File: config.mk
export PLATFORM = sky130hd
export DESIGN_NAME = min_heap_job_queue_core
export DESIGN_NICKNAME = d
export VERILOG_FILES = /design/src/mhq_pkg.sv /design/src/min_heap_job_queue_core.sv /design/src/mhq_front.sv /design/src/mhq_back.sv
export SDC_FILE = /design/constraint.sdc
export NUM_CORES = 2
export LEC_CHECK = 0
export BUFFER_PORTS_ARGS = -buffer_cell sky130_fd_sc_hd__buf_2
export CORE_UTILIZATION = 40
export DETAILED_ROUTE_END_ITERATION = 10
export REMOVE_ABC_BUFFERS = 1
export SLEW_MARGIN = 20
export SYNTH_ARGS = -nofsm -noshare
export SYNTH_HDL_FRONTEND = slang
export SYNTH_SLANG_ARGS = --single-unit
File: constraint.sdc
create_clock -name clk_i -period 5.8 [get_ports clk_i]
set_clock_uncertainty 0.05 [all_clocks]
set_input_delay 0.58 -clock clk_i [delete_from_list [all_inputs] [get_ports clk_i]]
set_output_delay 0.58 -clock clk_i [all_outputs]
set_load 0.005 [all_outputs]
File: src/mhq_pkg.sv
package mhq_pkg;

  localparam int unsigned Capacity = 64;
  localparam int unsigned AddrW    = $clog2(Capacity);
  localparam int unsigned CountW   = $clog2(Capacity + 1);

  typedef enum logic [2:0] {
    OP_INSERT = 3'd0,
    OP_POP    = 3'd1,
    OP_PEEK   = 3'd2,
    OP_CHANGE = 3'd3,
    OP_DUMP   = 3'd4,
    OP_NOP    = 3'd7
  } op_e;

  typedef enum logic [1:0] {
    ST_OK       = 2'd0,
    ST_EMPTY    = 2'd1,
    ST_NOTFOUND = 2'd2,
    ST_FULL     = 2'd3
  } status_e;

  typedef struct packed {
    op_e         op;
    logic [15:0] id;
    logic [15:0] prio;
  } cmd_t;

  typedef struct packed {
    logic [15:0] id;
    logic [15:0] prio;
  } entry_t;

endpackage

File: src/min_heap_job_queue_core.sv
// Binary min-heap job queue of up to 64 entries (16-bit id, signed 16-bit priority, lower is
// more urgent) kept in a single-port-write, registered-read memory. A two-item command queue
// decouples input from the heap engine, and a result register decouples the engine from the
// output. The engine reads at most one memory word per cycle. Peek reads the root; insert
// climbs level by level from the end; pop reads the root and the last entry, then descends
// (at most 5 levels); change priority scans in order for the matching id, then sifts it;
// dump emits every entry in turn. Status codes: 0 ok, 1 empty, 2 id not found, 3 full.
module min_heap_job_queue_core (
  input  logic        clk_i,
  input  logic        rst_ni,
  input  logic        s_axis_tvalid_i,
  output logic        s_axis_tready_o,
  input  logic [31:0] s_axis_tdata_i,  // [15:0] job_id, [31:16] priority_in
  input  logic [2:0]  s_axis_tuser_i,  // [2:0] func
  output logic        m_axis_tvalid_o,
  input  logic        m_axis_tready_i,
  output logic [31:0] m_axis_tdata_o,  // [15:0] job_id_out, [31:16] priority_out
  output logic [1:0]  m_axis_tuser_o,  // [1:0] status
  output logic        m_axis_tlast_o
);

  logic          cmd_valid, cmd_ready;
  mhq_pkg::cmd_t cmd;

  mhq_front u_front (
    .clk_i       (clk_i),
    .rst_ni      (rst_ni),
    .in_valid_i  (s_axis_tvalid_i),
    .in_ready_o  (s_axis_tready_o),
    .in_func_i   (s_axis_tuser_i),
    .in_id_i     (s_axis_tdata_i[15:0]),
    .in_prio_i   (s_axis_tdata_i[31:16]),
    .cmd_valid_o (cmd_valid),
    .cmd_ready_i (cmd_ready),
    .cmd_o       (cmd)
  );

  mhq_back u_back (
    .clk_i        (clk_i),
    .rst_ni       (rst_ni),
    .cmd_valid_i  (cmd_valid),
    .cmd_ready_o  (cmd_ready),
    .cmd_i        (cmd),
    .out_valid_o  (m_axis_tvalid_o),
    .out_ready_i  (m_axis_tready_i),
    .out_id_o     (m_axis_tdata_o[15:0]),
    .out_prio_o   (m_axis_tdata_o[31:16]),
    .out_status_o (m_axis_tuser_o),
    .out_last_o   (m_axis_tlast_o)
  );

endmodule

File: src/mhq_front.sv
module mhq_front (
  input  logic          clk_i,
  input  logic          rst_ni,
  input  logic          in_valid_i,
  output logic          in_ready_o,
  input  logic [2:0]    in_func_i,
  input  logic [15:0]   in_id_i,
  input  logic [15:0]   in_prio_i,
  output logic          cmd_valid_o,
  input  logic          cmd_ready_i,
  output mhq_pkg::cmd_t cmd_o
);

  mhq_pkg::cmd_t fifo_q [2];
  logic          wr_ptr_q, rd_ptr_q;
  logic [1:0]    fill_q;
  mhq_pkg::cmd_t cmd_in;
  logic          push, pop;

  always_comb begin
    cmd_in.id   = in_id_i;
    cmd_in.prio = in_prio_i;
    unique case (in_func_i)
      mhq_pkg::OP_INSERT: cmd_in.op = mhq_pkg::OP_INSERT;
      mhq_pkg::OP_POP:    cmd_in.op = mhq_pkg::OP_POP;
      mhq_pkg::OP_PEEK:   cmd_in.op = mhq_pkg::OP_PEEK;
      mhq_pkg::OP_CHANGE: cmd_in.op = mhq_pkg::OP_CHANGE;
      mhq_pkg::OP_DUMP:   cmd_in.op = mhq_pkg::OP_DUMP;
      default:            cmd_in.op = mhq_pkg::OP_NOP;
    endcase
  end

  assign in_ready_o  = (fill_q != 2'd2);
  assign cmd_valid_o = (fill_q != 2'd0);
  assign cmd_o       = fifo_q[rd_ptr_q];
  assign push        = in_valid_i && in_ready_o;
  assign pop         = cmd_valid_o && cmd_ready_i;

  always_ff @(posedge clk_i) begin
    if (push) begin
      fifo_q[wr_ptr_q] <= cmd_in;
    end
  end

  always_ff @(posedge clk_i or negedge rst_ni) begin
    if (!rst_ni) begin
      wr_ptr_q <= 1'b0;
      rd_ptr_q <= 1'b0;
      fill_q   <= 2'd0;
    end else begin
      if (push) wr_ptr_q <= ~wr_ptr_q;
      if (pop)  rd_ptr_q <= ~rd_ptr_q;
      fill_q <= fill_q + {1'b0, push} - {1'b0, pop};
    end
  end

endmodule

File: src/mhq_back.sv
module mhq_back (
  input  logic          clk_i,
  input  logic          rst_ni,
  input  logic          cmd_valid_i,
  output logic          cmd_ready_o,
  input  mhq_pkg::cmd_t cmd_i,
  output logic          out_valid_o,
  input  logic          out_ready_i,
  output logic [15:0]   out_id_o,
  output logic [15:0]   out_prio_o,
  output logic [1:0]    out_status_o,
  output logic          out_last_o
);

  typedef enum logic [14:0] {
    S_IDLE = 15'b000000000000001,
    S_POP0 = 15'b000000000000010,
    S_POP1 = 15'b000000000000100,
    S_POP2 = 15'b000000000001000,
    S_PEEK = 15'b000000000010000,
    S_SRD  = 15'b000000000100000,
    S_SCMP = 15'b000000001000000,
    S_UP   = 15'b000000010000000,
    S_UPC  = 15'b000000100000000,
    S_DN   = 15'b000001000000000,
    S_DNL  = 15'b000010000000000,
    S_DNR  = 15'b000100000000000,
    S_DRD  = 15'b001000000000000,
    S_DEM  = 15'b010000000000000,
    S_EMIT = 15'b100000000000000
  } state_e;

  localparam int unsigned AW = mhq_pkg::AddrW;
  localparam int unsigned CW = mhq_pkg::CountW;

  mhq_pkg::entry_t mem [mhq_pkg::Capacity];
  mhq_pkg::entry_t rdata_q, wdata, cur_q, cur_d, lch_q, lch_d, res_q, res_d;
  logic [AW-1:0]   raddr, waddr;
  logic            re, we;

  state_e           state_q, state_d;
  mhq_pkg::cmd_t    cmd_q, cmd_d;
  mhq_pkg::status_e st_q, st_d;
  logic [CW-1:0]    cnt_q, cnt_d, idx_q, idx_d;
  logic [CW:0]      lidx, ridx;
  logic [CW-1:0]    pidx;

  logic            ov_q;
  mhq_pkg::entry_t od_q;
  logic [1:0]      ost_q;
  logic            olast_q;
  logic            out_free, ld;
  mhq_pkg::entry_t ld_data;
  logic            ld_last;

  assign lidx     = {idx_q, 1'b1};
  assign ridx     = lidx + 1'b1;
  assign pidx     = (idx_q - 1'b1) >> 1;
  assign out_free = !ov_q || out_ready_i;
  assign cmd_ready_o = (state_q == S_IDLE);

  always_ff @(posedge clk_i) begin
    if (we) mem[waddr] <= wdata;
    if (re) rdata_q <= mem[raddr];
  end

  always_comb begin
    state_d = state_q;
    cmd_d   = cmd_q;
    st_d    = st_q;
    cnt_d   = cnt_q;
    idx_d   = idx_q;
    cur_d   = cur_q;
    lch_d   = lch_q;
    res_d   = res_q;
    re      = 1'b0;
    raddr   = idx_q[AW-1:0];
    we      = 1'b0;
    waddr   = idx_q[AW-1:0];
    wdata   = cur_q;
    ld      = 1'b0;
    ld_data = res_q;
    ld_last = 1'b1;
    unique case (state_q)
      S_IDLE: begin
        if (cmd_valid_i) begin
          cmd_d = cmd_i;
          st_d  = mhq_pkg::ST_OK;
          res_d = '0;
          idx_d = '0;
          unique case (cmd_i.op)
            mhq_pkg::OP_INSERT: begin
              if (cnt_q == CW'(mhq_pkg::Capacity)) begin
                st_d    = mhq_pkg::ST_FULL;
                state_d = S_EMIT;
              end else begin
                cur_d   = '{id: cmd_i.id, prio: cmd_i.prio};
                idx_d   = cnt_q;
                cnt_d   = cnt_q + 1'b1;
                state_d = S_UP;
              end
            end
            mhq_pkg::OP_POP, mhq_pkg::OP_PEEK, mhq_pkg::OP_DUMP: begin
              if (cnt_q == '0) begin
                st_d    = mhq_pkg::ST_EMPTY;
                state_d = S_EMIT;
              end else if (cmd_i.op == mhq_pkg::OP_DUMP) begin
                state_d = S_DRD;
              end else begin
                re      = 1'b1;
                raddr   = '0;
                state_d = (cmd_i.op == mhq_pkg::OP_POP) ? S_POP1 : S_PEEK;
              end
            end
            mhq_pkg::OP_CHANGE: state_d = S_SRD;
            default:            state_d = S_EMIT;
          endcase
        end
      end
      S_PEEK: begin
        res_d   = rdata_q;
        state_d = S_EMIT;
      end
      S_POP1: begin
        res_d = rdata_q;
        cnt_d = cnt_q - 1'b1;
        if (cnt_q == CW'(1)) begin
          state_d = S_EMIT;
        end else begin
          re      = 1'b1;
          raddr   = AW'(cnt_q - 1'b1);
          state_d = S_POP2;
        end
      end
      S_POP2: begin
        cur_d   = rdata_q;
        idx_d   = '0;
        state_d = S_DN;
      end
      S_SRD: begin
        if (idx_q >= cnt_q) begin
          st_d    = mhq_pkg::ST_NOTFOUND;
          state_d = S_EMIT;
        end else begin
          re      = 1'b1;
          state_d = S_SCMP;
        end
      end
      S_SCMP: begin
        if (rdata_q.id == cmd_q.id) begin
          cur_d   = '{id: rdata_q.id, prio: cmd_q.prio};
          state_d = ($signed(cmd_q.prio) < $signed(rdata_q.prio)) ? S_UP : S_DN;
        end else begin
          idx_d   = idx_q + 1'b1;
          state_d = S_SRD;
        end
      end
      S_UP: begin
        if (idx_q == '0) begin
          we      = 1'b1;
          state_d = S_EMIT;
        end else begin
          re      = 1'b1;
          raddr   = pidx[AW-1:0];
          state_d = S_UPC;
        end
      end
      S_UPC: begin
        we = 1'b1;
        if ($signed(cur_q.prio) < $signed(rdata_q.prio)) begin
          wdata   = rdata_q;
          idx_d   = pidx;
          state_d = S_UP;
        end else begin
          state_d = S_EMIT;
        end
      end
      S_DN: begin
        if (lidx >= {1'b0, cnt_q}) begin
          we      = 1'b1;
          state_d = S_EMIT;
        end else begin
          re      = 1'b1;
          raddr   = lidx[AW-1:0];
          state_d = S_DNL;
        end
      end
      S_DNL: begin
        lch_d = rdata_q;
        if (ridx < {1'b0, cnt_q}) begin
          re      = 1'b1;
          raddr   = ridx[AW-1:0];
          state_d = S_DNR;
        end else begin
          we = 1'b1;
          if ($signed(rdata_q.prio) < $signed(cur_q.prio)) begin
            wdata   = rdata_q;
            idx_d   = lidx[CW-1:0];
            state_d = S_DN;
          end else begin
            state_d = S_EMIT;
          end
        end
      end
      S_DNR: begin
        we = 1'b1;
        if ($signed(rdata_q.prio) < $signed(lch_q.prio)) begin
          if ($signed(rdata_q.prio) < $signed(cur_q.prio)) begin
            wdata   = rdata_q;
            idx_d   = ridx[CW-1:0];
            state_d = S_DN;
          end else begin
            state_d = S_EMIT;
          end
        end else if ($signed(lch_q.prio) < $signed(cur_q.prio)) begin
          wdata   = lch_q;
          idx_d   = lidx[CW-1:0];
          state_d = S_DN;
        end else begin
          state_d = S_EMIT;
        end
      end
      S_DRD: begin
        re      = 1'b1;
        state_d = S_DEM;
      end
      S_DEM: begin
        ld_data = rdata_q;
        ld_last = (idx_q + 1'b1 == cnt_q);
        if (out_free) begin
          ld      = 1'b1;
          idx_d   = idx_q + 1'b1;
          state_d = ld_last ? S_IDLE : S_DRD;
        end
      end
      S_EMIT: begin
        if (out_free) begin
          ld      = 1'b1;
          state_d = S_IDLE;
        end
      end
      default: state_d = S_IDLE;
    endcase
  end

  always_ff @(posedge clk_i) begin
    cmd_q <= cmd_d;
    cur_q <= cur_d;
    lch_q <= lch_d;
    res_q <= res_d;
    if (ld) begin
      od_q    <= ld_data;
      ost_q   <= st_q;
      olast_q <= ld_last;
    end
  end

  always_ff @(posedge clk_i or negedge rst_ni) begin
    if (!rst_ni) begin
      state_q <= S_IDLE;
      st_q    <= mhq_pkg::ST_OK;
      cnt_q   <= '0;
      idx_q   <= '0;
      ov_q    <= 1'b0;
    end else begin
      state_q <= state_d;
      st_q    <= st_d;
      cnt_q   <= cnt_d;
      idx_q   <= idx_d;
      if (ld) begin
        ov_q <= 1'b1;
      end else if (out_ready_i) begin
        ov_q <= 1'b0;
      end
    end
  end

  assign out_valid_o  = ov_q;
  assign out_id_o     = od_q.id;
  assign out_prio_o   = od_q.prio;
  assign out_status_o = ost_q;
  assign out_last_o   = olast_q;

endmodule

======== Word level (Yosys, flattened, before mapping) ========
Memories as Yosys holds them, arrays and structs flattened. A register that Yosys moved wholly into a read port is not among the register bits.
Index checks and enable logic that the tools add are counted.
operators by class
  $lt $le $gt $ge ......................... 8
  add/sub/neg operators ................... 7
  equal/unequal tests ..................... 40
  bitwise gates (word level) .............. 2
  reductions and logical operators ........ 26
  muxes and demuxes ....................... 89
operators by type and width
  operator              count
  $mux 32               11
  $mux 15               16
  $pmux 15 s14          1
  $pmux 32 s3           2
  $mux 7                14
  $lt 16x16->1          5
  $pmux 32 s2           1
  $pmux 7 s7            1
  $mux 6                8
  $pmux 15 s3           1
  $pmux 6 s5            1
  $mux 1                21
  $eq 16x16->1          1
  $ne 2x1->1 const B    8
  $eq 15x1->1 const B   1
  $eq 15x10->1 const B  1
  $eq 15x11->1 const B  1
  $eq 15x12->1 const B  1
  $eq 15x13->1 const B  1
  $eq 15x14->1 const B  1
  $eq 15x15->1 const B  1
  $eq 15x3->1 const B   1
  $eq 15x4->1 const B   1
  $eq 15x5->1 const B   1
  46 further kinds      71
word-level totals
  memory bits (writable) .................. 2,118
  input port bits ......................... 39
  register bits ........................... 199
  word-level logic and storage cells ...... 194
  memories ................................ 2
memory list
  memory          words  bits a word  read ports  clocked after Yosys merged registers in  wr ports  RTL line         source
  u_back.mem      64     32           1           1                                        1         mhq_back.sv:36   mhq_pkg::entry_t mem [mhq_pkg::Capacity];
  u_front.fifo_q  2      35           1           0                                        1         mhq_front.sv:14  mhq_pkg::cmd_t fifo_q [2];

======== Longest topological paths before layout ========
An unclocked memory read counts as a cell.
  word-level depth ........................ 8
  gate-level depth with buffers ........... 22
  gate-level depth less buffers ........... 18

======== Modules after synthesis ========
From an unflattened synthesis, not the netlist that was laid out.
unflattened totals
  cell total of the unflattened synthesis .. 6,974
  area, all modules ....................... 96,103.4 um2
by module, submodules not included
  module     cells each  area each (um2)  seq. area each (um2)  times used
  mhq_back   6,840       93,330.8         68,131.6              1
  mhq_front  134         2,772.7          2,202.1               1

======== Least setup slack after synthesis ========
Ideal clock, no wire load.
  kind .................................... reg2reg
  from .................................... register u_back.state_q[12]
  to ...................................... memory u_back.mem[0][16] (netlist name) (data pin)
  slack ................................... -381 ps
  data arrival time ....................... 5,429 ps
  setup time .............................. 702 ps
  stages on the path, launching flop included .. 9
  cell sequence ........................... dfrtp_1 -> or4_1 -> buf_2 -> or4_4 -> nor3b_1 -> a21boi_0 -> nor3_1 -> clkbuf_1 -> o21ai_0
RTL lines
  element                 RTL line         source
  from (decl)             mhq_back.sv:41   state_e state_q, state_d;
  from (signal assigned)  mhq_back.sv:266  state_q <= state_d;
  to (decl)               mhq_back.sv:36

======== Worst setup path after layout ========
  from .................................... register u_back.idx_q[1]
  to ...................................... register u_back.rdata_q[29] (netlist name)
on the way
  cells in the longest elaborated chain, start to end .. 5
RTL lines
  element                                                              RTL line         source
  from (decl)                                                          mhq_back.sv:44   logic [CW-1:0] cnt_q, cnt_d, idx_q, idx_d;
  from (signal assigned)                                               mhq_back.sv:269  idx_q <= idx_d;
  parallel branches: the longest is 5 deep, another holds $add 8x1->8  n/a
Parallel ways; which one is timed is not known.
A chain may end at the register's enable or synchronous reset.

==> flow_summary.ini <==
[run_status]
status = finished clean

[setup_path]
crit_path_end_kind = flip-flop
crit_type = reg2reg
crit_path_cell_trace = and3_1 > and3_1 > xnor2_1 > inv_1 > ha_1 > nand3_1 > a21oi_1 > nor2_2 > a311oi_2 > and2_4 > buf_4 > buf_4 > buf_12 > nand3_1 > a31oi_1 > nand4_1 > o22a_1
reg2reg_setup_slack_ns = 0.1
cp_max_fo = 60
cpPeakStageDelay_ns = 0.59
regToRegStartpoint = u_back.idx_q[1]
r2r_cells = 17
cp_top_family = simple AND/OR/NAND/NOR gates
r2r-end = u_back.rdata_q[29]
crit_arrival_ns = 6.30
cp.required_ns = 6.40
cp-start-kind = flip-flop
cp.buffers_inverters = 4
slowest_stage = a311oi_2

[logic_synthesis]
ys_top_cells_by_count = edfxtp_1, nand2_1, mux2i_1
syn-cell-area_um2 = 96500
synth_area_leaders = edfxtp_1, mux2i_1, nand2_1
synth_flop_cell = edfxtp_1
ys_warn_count = 0
yosys.cell_count.top_type = edfxtp_1
synth_top_area_cell = edfxtp_1
synth_edf_count = 2313
syn-instance-count = 6462
async_reset_ff_share_pct = 1.49
ys_ff_latch = 2348
syn_avg_cell_area_um2 = 14.9
synth_cell_type_count = 90
synth_top_area_share_pct = 72.0
ys_seq_area_share_pct = 72.9

[placed_design]
place.gp.congestion = 0.881
dp_hpwl_um = 169000
pre_cts_ws_ns = -0.220
placed_cells = 9708
placed_area_um2 = 104000
io_buffers = 75

[clock_network]
clockBufferDepth = 3
htreeDepth = 4
cts_root_buffer = clkbuf_16
clk_pin_slew_ns = 0.07
cts_tree = yes
cts-buffers-inserted = 233
insertion_delay_ns = 0.91
clock-sinks = 2348
post_cts_buffers = 0

[die]
start_util_pct = 40.4
rows = 179
die_h_um = 493
die_area_um2 = 243000
fp.dieW_um = 493
coreArea_um2 = 239000
io-pin-count = 76

[pwr]
leakagePower_nw = 40.1
peakVddDrop_uv = 344
power_density_nw_per_um2 = 482

[timing]
final-hold-violation-count = 0
setup_viol = 0
timing.fmax_mhz = 175
timing.final.crit_share_pct = 98.3
worst_slew_pin_slew_ns = 1.14
layout_setup_ws_ns = 0.0966
grt_setup_unrepaired = yes
hold_slack_ns = 0.294
fin_setup_tns_ns = 0
relSlewSlack_pct = 23.7
period_minus_slack_ns = 5.70
final-max-slew-violation-count = 0

[detailed_routing]
drc = 0
dr.pass1.iters = 7
drt-total-wl_um = 291000
antenna_left = 0
wl_per_cell_um = 28.6
dr_total_vias = 59300
viasPerCell = 5.82
drt_iter0_drc = 7857

[global_routing]
antenna_found_initial = 11
grt_overflow = 0
grt_use_total_pct = 23.5
grt_pass1_vias = 57100
grt_max_degree = 84
grt_pass1_wl_um = 414000

[hold_path]
holdCritPathClass = in2async

[finish]
nNetsFinal = 6945
final_area_um2 = 112000
n_fill_cell = 20500
syn_to_final_growth_pct = 16.0
final_cells = 10200
drive_gt1_share_pct = 15.5

[run]
cap_violations = 0
worst register-to-register path, stage by stage, from the launching register on:
cell	delay (ns)
dfrtp_1	0.47
and3_1	0.23
and3_1	0.21
xnor2_1	0.29
inv_1	0.11
ha_1	0.33
nand3_1	0.10
a21oi_1	0.34
nor2_2	0.15
a311oi_2	0.60
and2_4	0.31
buf_4	0.32
buf_4	0.34
buf_12	0.39
nand3_1	0.16
a31oi_1	0.22
nand4_1	0.50
o22a_1	0.35
layout make-up:
cell class	count	area, um^2	share of cell area (%)
Multi-Input combinational cell	3635	25100	22.4
Antenna cell	3	7.51	0.00671
Timing Repair Buffer	505	4760	4.25
Sequential cell	2348	70300	62.9
Clock inverter	147	1270	1.13
Tap cell	3167	3960	3.54
Clock buffer	290	6110	5.46
Inverter	94	353	0.315
cell families after synthesis:
kind of cell	after synthesis	share of synthesized area, %
flops	2348	72.9
buf+inv	479	2.30
xor+xnor	51	0.463
simple gates	2081	9.91
mux	748	7.92
compound gates	666	5.37
fa+ha+maj	89	1.15
sequential cells by signal (all words and copies together), names as in the netlist, 2 cells and up:
| register | count |
|---|---|
| u_back.rdata_q | 32 |
| u_back.lch_q | 32 |
| u_front.fill_q | 2 |
| u_back.st_q | 2 |
| u_back.cnt_q | 7 |
| u_back.cmd_q | 32 |
| u_back.idx_q | 7 |
| u_back.mem | 2048 |
| u_back.cur_q | 32 |
| u_back.out_prio_o | 16 |
| u_front.fifo_q | 70 |
| u_back.out_id_o | 16 |
| u_back.res_q | 32 |
| u_back.out_status_o | 2 |
| u_back.state_q | 14 |
metal layers:
layer / track usage, % / up-vias / routed length (um) / part of all wire [%]
met2: 36.9 / 3069 / 133000 / 46
met4: 8.37 / 8 / 10400 / 3.6
met3: 4.10 / 465 / 26400 / 9.1
met1: 33.0 / 30200 / 121000 / 42
li1: - / 25500 / - / -
met5: 0 / - / 54 / 0.019
worst max-delay path by stage:
stage                      from                 end  slack, ns  cells past startpoint
3_3_place_gp    u_back.idx_q[0]  u_back.rdata_q[26]      -1.58                     20
3_5_place_dp    u_back.idx_q[0]  u_back.rdata_q[14]      -0.22                     20
5_1_grt         u_back.idx_q[1]  u_back.rdata_q[29]      -0.10                     17
2_1_floorplan  u_front.rd_ptr_q  u_back.rdata_q[20]     -61.33                     10
6_report        u_back.idx_q[1]  u_back.rdata_q[29]        0.1                     17
4_1_cts         u_back.idx_q[0]  u_back.rdata_q[26]       0.01                     21
power breakdown:
| part | total (mW) | internal, mW | switching (mW) |
|---|---|---|---|
| registers | 20.9 | 20.3 | 0.579 |
| logic | 18.3 | 6.35 | 12.0 |
| clock network | 14.7 | 8.24 | 6.47 |
| total | 54.0 | 34.9 | 19.0 |
placed cells by master, fill, tap and decap left out, drive strengths merged, types with 19 or more instances in the layout:
cell type / Yosys / final
inv: 91 / 97
nor2: 140 / 140
mux2i: 620 / 620
xnor2: 25 / 25
a31oi: 44 / 44
o21ai: 76 / 76
o2111a: 29 / 29
mux2: 128 / 128
xor2: 26 / 26
nand4: 22 / 22
nand3: 555 / 555
o22ai: 32 / 32
and4: 32 / 32
ha: 89 / 89
clkbuf: 177 / 290
a21o: 48 / 48
nor4: 45 / 45
dfrtp: 34 / 34
a22oi: 33 / 33
clkinv: 3 / 125
nor4b: 39 / 39
a211oi: 66 / 66
a2111oi: 60 / 60
a211o: 31 / 31
buf: 208 / 466
and3: 71 / 71
a21oi: 71 / 71
nand2: 1079 / 1079
nand2b: 19 / 19
edfxtp: 2313 / 2313
dlygate4sd3: 0 / 39
a32o: 32 / 32
a221o: 61 / 61
stage by stage:
stage / util (%) / power (mW)
detailed placement: 43.6 / 39.3
CTS: 46.8 / 53.9
finish: 46.9 / 54.0
global route: 46.9 / 55.8
floorplan: - / 30.6
global placement: 43.4 / 38.9
what timing repair did:
| action | in CTS | in global routing |
|---|---|---|
| hold buffers | 39 | 0 |
| gates resized for setup | 7 | 10 |
| hold endpoints to repair | 106 | 0 |
| setup endpoints to repair | 8 | 9 |
Note: power is estimated with default switching activity, not from simulation.
